**src/lzss_pkg.sv**
```systemverilog
// Shared types and constants for the LZSS bitstream decompressor.
// No dependencies; every other file in src/ refers to this package by scoped names.
package lzss_pkg;

   localparam int BYTE_BITS = 8;
   localparam int END_CODE  = 0;

   typedef struct packed {
      logic [7:0] in_byte;
      logic       start_packet;
   } req_type;

   typedef struct packed {
      logic [7:0] out_byte;
      logic       data_valid;
      logic       last_of_run;
      logic       stream_end;
      logic       overflow;
   } rsp_type;

   typedef struct packed {
      logic load;
      logic restart;
      logic advance;
   } parse_ctrl_type;

   typedef struct packed {
      logic busy;
      logic last_bit;
      logic ev_literal;
      logic ev_end;
      logic ev_match;
   } parse_status_type;

   typedef struct packed {
      logic set_origin;
      logic lit_wr;
      logic copy_start;
      logic copy_take;
   } win_ctrl_type;

   typedef struct packed {
      logic clearing;
      logic copy_ready;
      logic copy_last;
   } win_status_type;

endpackage

```
**src/lzss_bit_parser.sv**
```systemverilog
// Bit-serial token parser: shifts one compressed bit per cycle while advanced, MSB first.
// Depends on lzss_pkg for control and status structs and constants.
module lzss_bit_parser #(
   parameter int INDEX_BITS   = 12,
   parameter int LENGTH_BITS  = 4,
   parameter int WINDOW_DEPTH = 4096
) (
   input  logic                            clock,
   input  logic                            reset,
   input  lzss_pkg::parse_ctrl_type        ctrl,
   input  logic [7:0]                      in_byte,
   output lzss_pkg::parse_status_type      status,
   output logic [7:0]                      lit_byte,
   output logic [$clog2(WINDOW_DEPTH)-1:0] match_idx,
   output logic [LENGTH_BITS-1:0]          match_len
);

   localparam int ACC_W = (INDEX_BITS > lzss_pkg::BYTE_BITS) ? INDEX_BITS : lzss_pkg::BYTE_BITS;
   localparam int CNT_W = $clog2(ACC_W);
   localparam int AW    = $clog2(WINDOW_DEPTH);
   localparam logic [AW:0] DEPTH_W = (AW+1)'(WINDOW_DEPTH);

   typedef enum logic [3:0] {
      PH_FLAG    = 4'b0001,
      PH_LITERAL = 4'b0010,
      PH_INDEX   = 4'b0100,
      PH_LENGTH  = 4'b1000
   } phase_type;

   phase_type              ph_ff, ph_in;
   logic [7:0]             sh_ff, sh_in;
   logic [3:0]             left_ff, left_in;
   logic [CNT_W-1:0]       cnt_ff, cnt_in;
   logic [ACC_W-1:0]       acc_ff, acc_in;
   logic [AW-1:0]          mod_ff, mod_in;
   logic [LENGTH_BITS-1:0] len_ff, len_in;

   logic             bit_w;
   logic [ACC_W-1:0] acc_shift;
   logic [AW:0]      mod_sum;
   logic [AW:0]      mod_red;
   logic             lit_done;
   logic             idx_done;
   logic             is_end;
   logic             len_done;

   always_comb begin
      bit_w     = sh_ff[7];
      acc_shift = {acc_ff[ACC_W-2:0], bit_w};
      // index mod window depth, one bit at a time: stays below twice the depth
      mod_sum   = {mod_ff, bit_w};
      mod_red   = (mod_sum >= DEPTH_W) ? (mod_sum - DEPTH_W) : mod_sum;

      lit_done  = (ph_ff == PH_LITERAL) && (cnt_ff == CNT_W'(lzss_pkg::BYTE_BITS - 1));
      idx_done  = (ph_ff == PH_INDEX) && (cnt_ff == CNT_W'(INDEX_BITS - 1));
      is_end    = (acc_shift[INDEX_BITS-1:0] == INDEX_BITS'(lzss_pkg::END_CODE));
      len_done  = (ph_ff == PH_LENGTH) && (cnt_ff == CNT_W'(LENGTH_BITS - 1));

      status.busy       = (left_ff != 4'd0);
      status.last_bit   = (left_ff == 4'd1);
      status.ev_literal = lit_done;
      status.ev_end     = idx_done && is_end;
      status.ev_match   = len_done;

      lit_byte  = acc_shift[7:0];
      match_idx = mod_ff;
      match_len = {len_ff[LENGTH_BITS-2:0], bit_w};

      ph_in   = ph_ff;
      sh_in   = sh_ff;
      left_in = left_ff;
      cnt_in  = cnt_ff;
      acc_in  = acc_ff;
      mod_in  = mod_ff;
      len_in  = len_ff;

      if (ctrl.load) begin
         sh_in   = in_byte;
         left_in = 4'(lzss_pkg::BYTE_BITS);
         if (ctrl.restart) begin
            ph_in  = PH_FLAG;
            cnt_in = '0;
         end
      end else if (ctrl.advance) begin
         sh_in   = {sh_ff[6:0], 1'b0};
         left_in = left_ff - 4'd1;
         unique case (ph_ff)
            PH_FLAG: begin
               cnt_in = '0;
               acc_in = '0;
               mod_in = '0;
               ph_in  = bit_w ? PH_LITERAL : PH_INDEX;
            end
            PH_LITERAL: begin
               acc_in = acc_shift;
               cnt_in = cnt_ff + CNT_W'(1);
               if (lit_done) ph_in = PH_FLAG;
            end
            PH_INDEX: begin
               acc_in = acc_shift;
               mod_in = mod_red[AW-1:0];
               cnt_in = cnt_ff + CNT_W'(1);
               if (idx_done) begin
                  cnt_in = '0;
                  ph_in  = is_end ? PH_FLAG : PH_LENGTH;
               end
            end
            PH_LENGTH: begin
               len_in = match_len;
               cnt_in = cnt_ff + CNT_W'(1);
               if (len_done) ph_in = PH_FLAG;
            end
            default: ph_in = PH_FLAG;
         endcase
      end
   end

   always_ff @(posedge clock) begin
      if (reset) begin
         ph_ff   <= PH_FLAG;
         left_ff <= 4'd0;
         cnt_ff  <= '0;
      end else begin
         ph_ff   <= ph_in;
         left_ff <= left_in;
         cnt_ff  <= cnt_in;
      end
   end

   always_ff @(posedge clock) begin
      sh_ff  <= sh_in;
      acc_ff <= acc_in;
      mod_ff <= mod_in;
      len_ff <= len_in;
   end

endmodule

```
**config.mk**
```make
export PLATFORM = sky130hd
export DESIGN_NAME = lzss_bit_parser
export DESIGN_NICKNAME = d
export VERILOG_FILES = /design/src/lzss_pkg.sv /design/src/lzss_bit_parser.sv
export SDC_FILE = /design/constraint.sdc
export NUM_CORES = 1
export LEC_CHECK = 0
export BUFFER_PORTS_ARGS = -buffer_cell sky130_fd_sc_hd__buf_2
export CORE_MARGIN = 2
export CORE_UTILIZATION = 28
export CTS_CLUSTER_SIZE = 28
export DETAILED_ROUTE_END_ITERATION = 8
export PLACE_DENSITY = 0.56
export SYNTH_ARGS = -nofsm -noshare
export SYNTH_HDL_FRONTEND = slang
export SYNTH_SLANG_ARGS = --single-unit
```
**constraint.sdc**
```tcl
create_clock -name clock -period 2.4 [get_ports clock]
set_input_delay 0.12 -clock clock [delete_from_list [all_inputs] [get_ports clock]]
set_output_delay 0.12 -clock clock [all_outputs]
set_load 0.02 [all_outputs]
```
* Word level (Yosys, flattened, before mapping)
Cells that the tools add are included.
** Storage, ports and cells
- Flip-flop bits (word level) :: 46
- Bits in latches :: 0
- RAM bits :: 0
- Memory bits (read-only) :: 0
- Logic and storage cells :: 64
- Memories kept :: 0
** Operators by class
- $add $sub $neg :: 3
- Multipliers :: 0
- Divide/modulo/power cells :: 0
- $lt $le $gt $ge :: 1
- Equal/unequal tests :: 12
- Shift operators :: 0
- Mux-type cells :: 21
- Bitwise operators :: 1
- Reduce and logical (&&, ||, !) cells :: 18
** Operator list (number)
- 2-to-1 mux 4 bit :: 13
- case mux 12 bit (2 select lines) :: 1
- case mux 11 bit (2 select lines) :: 1
- 2-to-1 mux 8 bit :: 2
- case mux 4 bit (4 select lines) :: 1
- greater-or-equal comparator 13 bit, second input constant :: 1
- zero test 12 bit :: 1
- 2-to-1 mux 12 bit :: 1
- case mux 4 bit (3 select lines) :: 1
- AND reduction 3 bit :: 4
- subtractor 12 x 1 -> 12 bit, second input constant :: 1
- inequality test 3 bit, second input constant :: 3
- equality test 4 x 1 -> 1 bit, second input constant :: 2
- equality test 4 x 2 -> 1 bit, second input constant :: 2
- equality test 4 x 3 -> 1 bit, second input constant :: 2
- equality test 4 bit, second input constant :: 2
- nonzero test 4 bit :: 2
- nonzero test 2 bit :: 3
- OR reduction 2 bit :: 3
- AND reduction 5 bit :: 1
- adder 4 x 1 -> 4 bit, second input constant :: 1
- logical AND 1 bit :: 4
- subtractor 4 x 1 -> 4 bit, second input constant :: 1
- 2-to-1 mux 3 bit :: 1
- 2 further kinds :: 2

* Logic depth before layout (Yosys ltp)
Gate-level depths: netlist (run 1).
- Depth in word-level cells :: 6
- Gate-level depth with buffers :: 5
- Gate-level depth less buffers :: 5

* Worst setup path before layout (run 1)
Ideal clock, no wire load.
- Kind :: register -> register
- From :: reg ph_ff[2]
- To :: reg mod_ff[0] (netlist: match_idx[0]), enable pin
- Library setup time :: 412 ps
- Arrival time :: 1852 ps
- Required time :: 1988 ps
- Setup slack :: 136 ps
- Stages on the path, launching flop included :: 4
- Buffers on the path :: 1
- Period minus slack after synthesis :: 2264 ps
- Cell sequence :: dfxtp_1 -> buf_2 -> xnor2_1 -> nor4_1
** On the way
- Longest elaborated chain between the ends :: 3
- Elaborated cells between the ends (all ways) :: 4
- Those cells by class :: eq/ne (2); reduce/logical (2)
** RTL lines
- start, declared :: RTL line lzss_bit_parser.sv:30 : phase_type ph_ff, ph_in;
- start signal, assigned :: RTL line lzss_bit_parser.sv:124 : ph_ff <= ph_in;
- equality test 4 x 3 -> 1 bit / equality test 4 x 1 -> 1 bit (equally long branches) :: RTL line lzss_bit_parser.sv:87 : unique case (ph_ff)
- nonzero test 2 bit (no line) *
- AND reduction 3 bit (no line) *
- end signal, assigned :: RTL line lzss_bit_parser.sv:133 : mod_ff <= mod_in;
- end, declared :: RTL line lzss_bit_parser.sv:35 : logic [AW-1:0] mod_ff, mod_in;
Every way passes the cells marked *; elsewhere a longest branch is shown, timed or not.
A chain may end at the register's enable or synchronous reset.

==> results.yml, run 1 <==
die:
  coreArea_um2: 7770
  die_w_um: 93.9
  die_height_um: 93.9
  start_util: 0.291
  io_pins: 42
  dieArea_um2: 8810
  rows: 32
drt:
  wire_per_inst_um: 13.1
  wl_met2_um: 1850
  wl_met3_um: 268
  via_per_inst: 4.50
  totalWireLength_um: 4160
  vias: 1426
  drt-met1-wl_um: 2010
  routed.top_layer: "met4"
  drc: 0
  drt-initial-drc-count: 56
  ant_nets: 0
  detail_route.first_pass.iterations: 4
clocking:
  cts_buffer_depth: 2
  clock_latency_ns: 0.29
  post_cts_resized: 0
  cts_made_buffers: 5
  h-tree-depth: 2
  clk_pin_slew_ns: 0.08
  post-cts-setup-buffer-count: 0
  clock_sinks: 46
  hold_buffers: 0
  cts-root-buf: "clkbuf_8"
  cts_tree: "built"
sta:
  fin_skew_ns: 0.00714
  slew_headroom: 0.679
  fin_crit_ns: 2.08
  fin_hold_ws_ns: 0.0871
  fmax_mhz: 481
  worst_pin_slew_ns: 0.481
  final.setup.tns_ns: 0
  post-route-period-util: 0.867
  drv_slew: 0
  rsz0062_at_grt: "no"
  finalSetupViolCount: 0
  hold_viol_final: 0
setup_path:
  critPathLaunchType: "flip-flop"
  reg2reg_depth: 2
  worstReg2RegEnd: "len_ff[0]$_DFFE_PP_"
  crit_type: "reg -> out"
  critPathRequiredTime_ns: 2.28
  regToRegStartpoint: "ph_ff[3]$_SDFFE_PP0P_"
  crit_fanout: 12
  r2r_slack_ns: 0.56
  endpoint_kind: "primary output"
  crit_arrival_ns: 1.96
global_route:
  grt_antenna_before_repair: 0
  grt_pass1_wl_um: 6830
  grt_max_degree: 20
  grt.overflow.total: 0
  track_usage: 0.0989
  grt_pass1_vias: 1404
power_and_ir_drop:
  power_density_nw_per_um2: 600
  ir_drop_mv: 0.223
  p_total_mw: 1.55
  leakagePower_nw: 0.971
synth:
  ys_seq_area_frac: 0.558
  synth_edf_count: 34
  yosysTopAreaCellShare: 0.451
  syn-instance-count: 182
  yosysTopAreaCell: "edfxtp_1"
  ys_top_cells_by_count: "edfxtp_1 (34), and2_1 (13), dfxtp_1 (12), nor2b_1 (12), buf_4 (11)"
  synth.most_common_cell: "edfxtp_1"
  ys_warn_count: 0
  synth-seq-cells: 46
  synthTopCellsByArea: "edfxtp_1 (45%), dfxtp_1 (11%), buf_4 (3.7%), and2_1 (3.6%), mux2_2 (3.5%)"
  synth_cell_type_count: 45
  syn_area_um2: 2260
  ys_dominant_reg_cell: "edfxtp_1"
  async_flop_share: 0
  synth_fp_nets: 199
  avgSynthCellArea_um2: 12.4
place:
  io_buffer_count: 41
  place.detailed.hpwl_um: 3000
  place.gp.congestion: 0.785
  placed_area_um2: 2500
finish:
  fin_util: 0.333
  fin_nets: 231
  multi_input_area_um2: 862
  fillers: 791
  regArea_um2: 1260
  syn_to_final_growth_pct: 14.4
  diodes: 0
  finalInstanceArea_um2: 2590
  drive_gt1_frac: 0.335
worst_hold_path:
  hold_start: "reset"
  whs_path_depth: 2
  min_to: "cnt_ff[1]$_SDFFE_PP0P_"
  hp-class: "in -> reg"
run_status:
  outcome: "completed"
job:
  drv_cap: 0
cells in the final DEF (no fill, tap or decap), types with 3 or more instances in the layout:
cell type	instances
nor3_1	5
and2_1	13
mux2_2	7
mux2i_1	4
nand3b_1	3
nand3_1	5
buf_4	4
dfxtp_1	12
edfxtp_1	34
nand2_1	7
nor2_1	9
clkbuf_8	6
xnor2_1	3
nor4_1	3
ha_1	4
nor2b_1	12
inv_1	3
nand2b_1	3
buf_2	41
xor2_1	3
o211ai_1	3
cells by family (layout without fill, tap and decap cells):
logic type,count (synthesis),after routing,synth area share
AOI/OAI and AO/OA,13,13,0.0448
adders and majority gates,4,4,0.0221
and+or+nand+nor,78,78,0.229
DFF,46,46,0.558
buffers and inverters,23,56,0.0642
xor gates and xnor gates,6,6,0.0232
muxes,12,12,0.0592
state kept, by name, indices dropped and copies added (netlist names):
name       count
acc_ff        11
cnt_ff         4
left_ff        4
len_ff         3
match_idx     12
ph_ff          4
sh_ff          8
per-layer routing:
layer,up-vias,GRT usage
li1,707,-
met1,681,0.131
met2,36,0.156
met3,2,0.0305
met4,0,0.0290
met5,-,0
layout make-up:
| cell class | instances | share of cell area |
|---|---|---|
| clock inverters | 1 | 0.00193 |
| well taps | 102 | 0.0493 |
| inverters | 3 | 0.00435 |
| clock buffers | 7 | 0.0333 |
| multi-input cells | 113 | 0.333 |
| flip-flops and latches | 46 | 0.487 |
| repair buffers | 45 | 0.0909 |
critical path: stages, from the launching register on:
cell and delay, ns:
dfxtp_1 0.62, or4b_2 0.65, nor3_1 0.21, buf_2 0.20
power breakdown:
part           internal [mW]  leakage (nW)  switching [mW]  total, mW
combinational         0.0622         0.493          0.0877      0.150
sequential             0.892         0.429          0.0261      0.918
clock                  0.233        0.0482           0.252      0.485
worst max path at each step:
stage,from,depth (start not counted),end
2_1_floorplan,ph_ff[2]$_SDFFE_PP0P_,3,match_idx[0]$_SDFFCE_PN0P_
3_3_place_gp,ph_ff[3]$_SDFFE_PP0P_,2,len_ff[2]$_DFFE_PP_
3_5_place_dp,ph_ff[3]$_SDFFE_PP0P_,2,len_ff[2]$_DFFE_PP_
4_1_cts,ph_ff[3]$_SDFFE_PP0P_,3,status[0]
5_1_grt,ph_ff[2]$_SDFFE_PP0P_,4,status[1]
6_report,ph_ff[3]$_SDFFE_PP0P_,3,status[0]
metrics by stage:
stage	cells	setup slack (ns)
2_1_floorplan	182	0.136
3_3_place_gp	309	0.646
3_5_place_dp	309	0.573
4_1_cts	317	0.333
5_1_grt	317	0.206
6_report	317	0.319
(Power assumes the default switching activity.)
==> run 2, diff against run 1 <==
Settings changed: CELL_PAD_IN_SITES_DETAIL_PLACEMENT set to 0, CELL_PAD_IN_SITES_GLOBAL_PLACEMENT set to 2, PLACE_DENSITY 0.56 to 0.73.
==> results.yml, run 2 (synthesized netlist as in run 1, its figures left out) <==
run_status:
  outcome: "completed"
sta:
  rsz0062_at_grt: "no"
  fin_hold_ws_ns: 0.0616
  slew_headroom: 0.619
  setup_slack_ns: 0.333
  post-route-period-util: 0.861
  fmax_mhz: 484
  final.setup.tns_ns: 0
  drv_slew: 0
  hold_viol_final: 0
  finalSetupViolCount: 0
  fin_crit_ns: 2.07
  fin_skew_ns: 0.00914
  worst_pin_slew_ns: 0.570
drt:
  vias: 1449
  via_per_inst: 4.57
  totalWireLength_um: 4180
  drc: 0
  ant_nets: 0
  wire_per_inst_um: 13.2
  detail_route.first_pass.iterations: 4
  drt-initial-drc-count: 57
die:
  dieArea_um2: 8810
  start_util: 0.291
  coreArea_um2: 7770
  die_w_um: 93.9
  die_height_um: 93.9
  rows: 32
  io_pins: 42
finish:
  fillers: 803
  diodes: 0
  finalInstanceArea_um2: 2640
  fin_util: 0.339
  fin_cells: 317
  mostFrequentLayoutCells: "buf_2 (41), edfxtp_1 (34), and2_1 (13), nor2b_1 (12), dfxtp_1 (12)"
  drive_gt1_frac: 0.340
  fin_nets: 231
  syn_to_final_growth_pct: 16.5
  final_common_cell: "buf_2"
  largest_register_ffs: 12
clocking:
  cts-root-buf: "clkbuf_8"
  clk_pin_slew_ns: 0.09
  clock_latency_ns: 0.30
  cts_tree: "built"
  h-tree-depth: 2
  post-cts-setup-buffer-count: 0
  clock_sinks: 46
  cts_made_buffers: 5
  cts_buffer_depth: 2
  hold_buffers: 0
  post_cts_resized: 0
power_and_ir_drop:
  combinationalPowerShare: 0.085
  seq_power_share: 0.522
  p_sw_frac: 0.219
  power_density_nw_per_um2: 666
  p_total_mw: 1.76
  p_int_mw: 1.37
  ir_drop_mv: 0.316
  pwr-share-clk: 0.393
  power.switching_uw: 385
  leakagePower_nw: 0.991
worst_hold_path:
  whs_path_depth: 2
  hp-class: "in -> reg"
place:
  dpl.cell_count: 309
  dp_slack_ns: 0.573
  placed_area_um2: 2500
  place.gp.congestion: 0.738
  io_buffer_count: 41
  place.detailed.hpwl_um: 2960
global_route:
  grt_antenna_before_repair: 0
  track_usage: 0.101
  grt_pass1_vias: 1386
  grt_pass1_wl_um: 6870
  grt_max_degree: 20
  grt.overflow.total: 0
setup_path:
  endpoint_kind: "primary output"
  crit_fanout: 12
  critPathRequiredTime_ns: 2.28
  reg2reg_depth: 2
  crit_arrival_ns: 1.95
  crit_type: "reg -> out"
  critPathLaunchType: "flip-flop"
job:
  drv_cap: 0
[run 2: path summary, 6_finish.rpt]
check / startpoint / to / slack (ns)
min reg2reg: len_ff[1]$_DFFE_PP_ / len_ff[2]$_DFFE_PP_ / 0.47
max reg2reg: ph_ff[3]$_SDFFE_PP0P_ / len_ff[0]$_DFFE_PP_ / 0.58
max: ph_ff[3]$_SDFFE_PP0P_ / status[0] / 0.33
min: reset / cnt_ff[1]$_SDFFE_PP0P_ / 0.06
[run 2: power by group through the flow]
stage                     clock (mW)  combinational (mW)  sequential (mW)
after floorplan                    0               0.110            0.935
after global placement             0               0.151            0.937
after detailed placement           0               0.151            0.936
after CTS                      0.719               0.152            0.919
after global routing           0.752               0.163            0.924
final                          0.690               0.148            0.917
[run 2: layout make-up]
| class | instances | area, um2 | area share |
|---|---|---|---|
| Sequential cell | 46 | 1260 | 0.479 |
| Timing Repair Buffer | 45 | 235 | 0.0893 |
| Tap cell | 102 | 128 | 0.0484 |
| Inverter | 3 | 11.3 | 0.00427 |
| Clock inverter | 3 | 68.8 | 0.0261 |
| Multi-Input combinational cell | 113 | 862 | 0.327 |
| Clock buffer | 5 | 68.8 | 0.0261 |
[run 2: critical path: stages, from the launching register on]
cell,delay [ns]
dfxtp_1,0.61
or4b_2,0.65
nor3_1,0.19
buf_2,0.20
[run 2: layer usage]
| metal | GRT usage | part of all wire |
|---|---|---|
| met5 | 0 | 0 |
| met4 | 0.0423 | 0.018 |
| met3 | 0.0273 | 0.051 |
| met2 | 0.147 | 0.45 |
| met1 | 0.140 | 0.48 |
==> run 3, diff against run 2 <==
Settings changed: ABC_AREA set to 1, PLACE_DENSITY 0.73 to 0.8.
==> results.yml, run 3 <==
run_status:
  outcome: "completed"
setup_path:
  r2r_slack_ns: 0.65
  critPathMaxStageDelay_ns: 0.50
  crit_slowest_cell: "edfxtp_1"
  endpoint_kind: "primary output"
  critPathRequiredTime_ns: 2.28
  path_cells: "nor2_1, nand4_1, nor2_1, nand2_1, nor2_1, buf_2"
  crit_fanout: 6
  crit_type: "reg -> out"
  crit_family: "simple AND/OR/NAND/NOR gates"
  reg2reg_depth: 5
  path_buf_inv: 1
  crit_arrival_ns: 1.64
  worstReg2RegEnd: "match_idx[0]$_SDFFCE_PN0P_"
  critPathLaunchType: "flip-flop"
  crit_path_frequent_cell: "nor2_1"
  regToRegStartpoint: "ph_ff[0]$_SDFFE_PP1P_"
global_route:
  grt_antenna_before_repair: 0
  grt_max_degree: 16
  use_met2: 0.160
  grt_pass1_wl_um: 7080
  grtUsageMet3: 0.0265
  busiest_layer: "met2"
  use_met1: 0.136
  grt_pass1_vias: 1559
  grt.overflow.total: 0
  track_usage: 0.103
sta:
  worst_pin_slew_ns: 0.439
  post-route-period-util: 0.734
  fin_crit_ns: 1.76
  final.setup.tns_ns: 0
  drv_slew: 0
  slew_headroom: 0.707
  fmax_mhz: 568
  finalSetupViolCount: 0
  setup_slack_ns: 0.639
  rsz0062_at_grt: "no"
  hold_viol_final: 0
  fin_skew_ns: 0.00456
place:
  place.detailed.hpwl_um: 3140
  dpl.cell_count: 388
  placed_area_um2: 2490
  io_buffer_count: 41
  dp_slack_ns: 0.621
  place.gp.congestion: 0.767
clocking:
  cts_buffer_depth: 2
  post_cts_resized: 0
  cts_made_buffers: 5
  h-tree-depth: 2
  hold_buffers: 0
  clock_sinks: 46
  post-cts-setup-buffer-count: 0
  cts-root-buf: "clkbuf_8"
  cts_tree: "built"
  clock_latency_ns: 0.29
  clk_pin_slew_ns: 0.08
die:
  rows: 32
  io_pins: 42
  dieArea_um2: 8780
  start_util: 0.290
  die_w_um: 93.7
  die_height_um: 93.7
  coreArea_um2: 7770
finish:
  multi_input_area_um2: 723
  syn_to_final_growth_pct: 15.3
  largest_register_ffs: 12
  mostFrequentLayoutCells: "nand2_1 (55), nor2_1 (55), inv_1 (41), buf_2 (41), edfxtp_1 (34)"
  finalInstanceArea_um2: 2600
  fillers: 846
  fin_cells: 396
  fin_util: 0.334
  regArea_um2: 1260
  fin_nets: 310
  drive_gt1_frac: 0.201
  diodes: 0
drt:
  vias: 1640
  drc: 0
  wire_per_inst_um: 10.6
  via_per_inst: 4.14
  detail_route.first_pass.iterations: 5
  ant_nets: 0
  totalWireLength_um: 4220
  drt-initial-drc-count: 57
synth:
  ys_dominant_reg_cell: "edfxtp_1"
  yosysTopAreaCellShare: 0.453
  synth_cell_type_count: 25
  ys_warn_count: 0
  ys_seq_area_frac: 0.560
  synth-seq-cells: 46
  synth_fp_nets: 277
  synthTopCellsByArea: "edfxtp_1 (45%), dfxtp_1 (11%), nand2_1 (9.2%), nor2_1 (9.2%), inv_1 (6.8%)"
  avgSynthCellArea_um2: 8.66
  ys_top_cells_by_count: "nand2_1 (55), nor2_1 (55), inv_1 (41), edfxtp_1 (34), nand3_1 (13)"
  yosysTopAreaCell: "edfxtp_1"
  async_flop_share: 0
  syn-instance-count: 260
  synth_edf_count: 34
  syn_area_um2: 2250
power_and_ir_drop:
  ir_drop_mv: 0.339
  leakagePower_nw: 1.21
  power_density_nw_per_um2: 639
worst_hold_path:
  hp-class: "in -> reg"
  whs_path_depth: 2
  min_to: "left_ff[3]$_SDFFE_PP0P_"
  hold_start: "reset"
job:
  drv_cap: 0
[run 3: changes by cell type in the layout (fill, tap and decap cells not counted), sizes merged, moves of 4 or more]
cell	previous run	this run
nand4	1	5
nor4	4	0
and2	14	0
mux2	8	0
nor2	9	57
nor2b	12	0
nand2	7	58
nand3	6	16
inv	3	43
nor4b	5	0
mux2i	4	0
[run 3: final cells by class]
type	count	area share
Clock buffer	6	0.0280
Clock inverter	2	0.0145
Inverter	43	0.0622
Multi-Input combinational cell	155	0.279
Sequential cell	46	0.486
Tap cell	102	0.0492
Timing Repair Buffer	42	0.0819
[run 3: routing by layer]
layer | wire (um) | share of wire | up-vias
met5 | 0 | 0 | -
met4 | 59 | 0.014 | 0
met3 | 235 | 0.056 | 7
met2 | 1870 | 0.44 | 40
met1 | 2050 | 0.49 | 728
li1 | - | - | 865
[run 3: how the worst max path moves through the flow]
stage	slack, ns	cells after the start	from	to
global placement	0.69	5	ph_ff[0]$_SDFFE_PP1P_	match_idx[7]$_SDFFCE_PN0P_
finish	0.64	6	sh_ff[7]$_DFFE_PP_	status[1]
detailed placement	0.62	5	ph_ff[0]$_SDFFE_PP1P_	match_idx[8]$_SDFFCE_PN0P_
global route	0.51	6	sh_ff[7]$_DFFE_PP_	status[1]
CTS	0.55	6	sh_ff[7]$_DFFE_PP_	status[1]
floorplan	1.03	5	ph_ff[0]$_SDFFE_PP1P_	match_idx[0]$_SDFFCE_PN0P_
[run 3: cells by family after synthesis]
logic type,count (synthesis),synth area share
simple gates,139,0.269
buf+inv,59,0.119
flops,46,0.560
compound gates,11,0.0261
fa+ha+maj,4,0.0222
xor+xnor,1,0.00389
[run 3: power breakdown]
group / internal [mW] / total (mW) / switching (mW)
sequential: 0.896 / 0.921 / 0.0253
combinational: 0.0546 / 0.171 / 0.116
clock: 0.311 / 0.566 / 0.255
[run 3: stage by stage]
stage	hold WS (ns)	power (mW)
after floorplan	0.189	1.07
after global placement	0.326	1.11
after detailed placement	0.323	1.11
after CTS	0.00182	1.69
after global routing	0.00749	1.74
final	0.00933	1.66
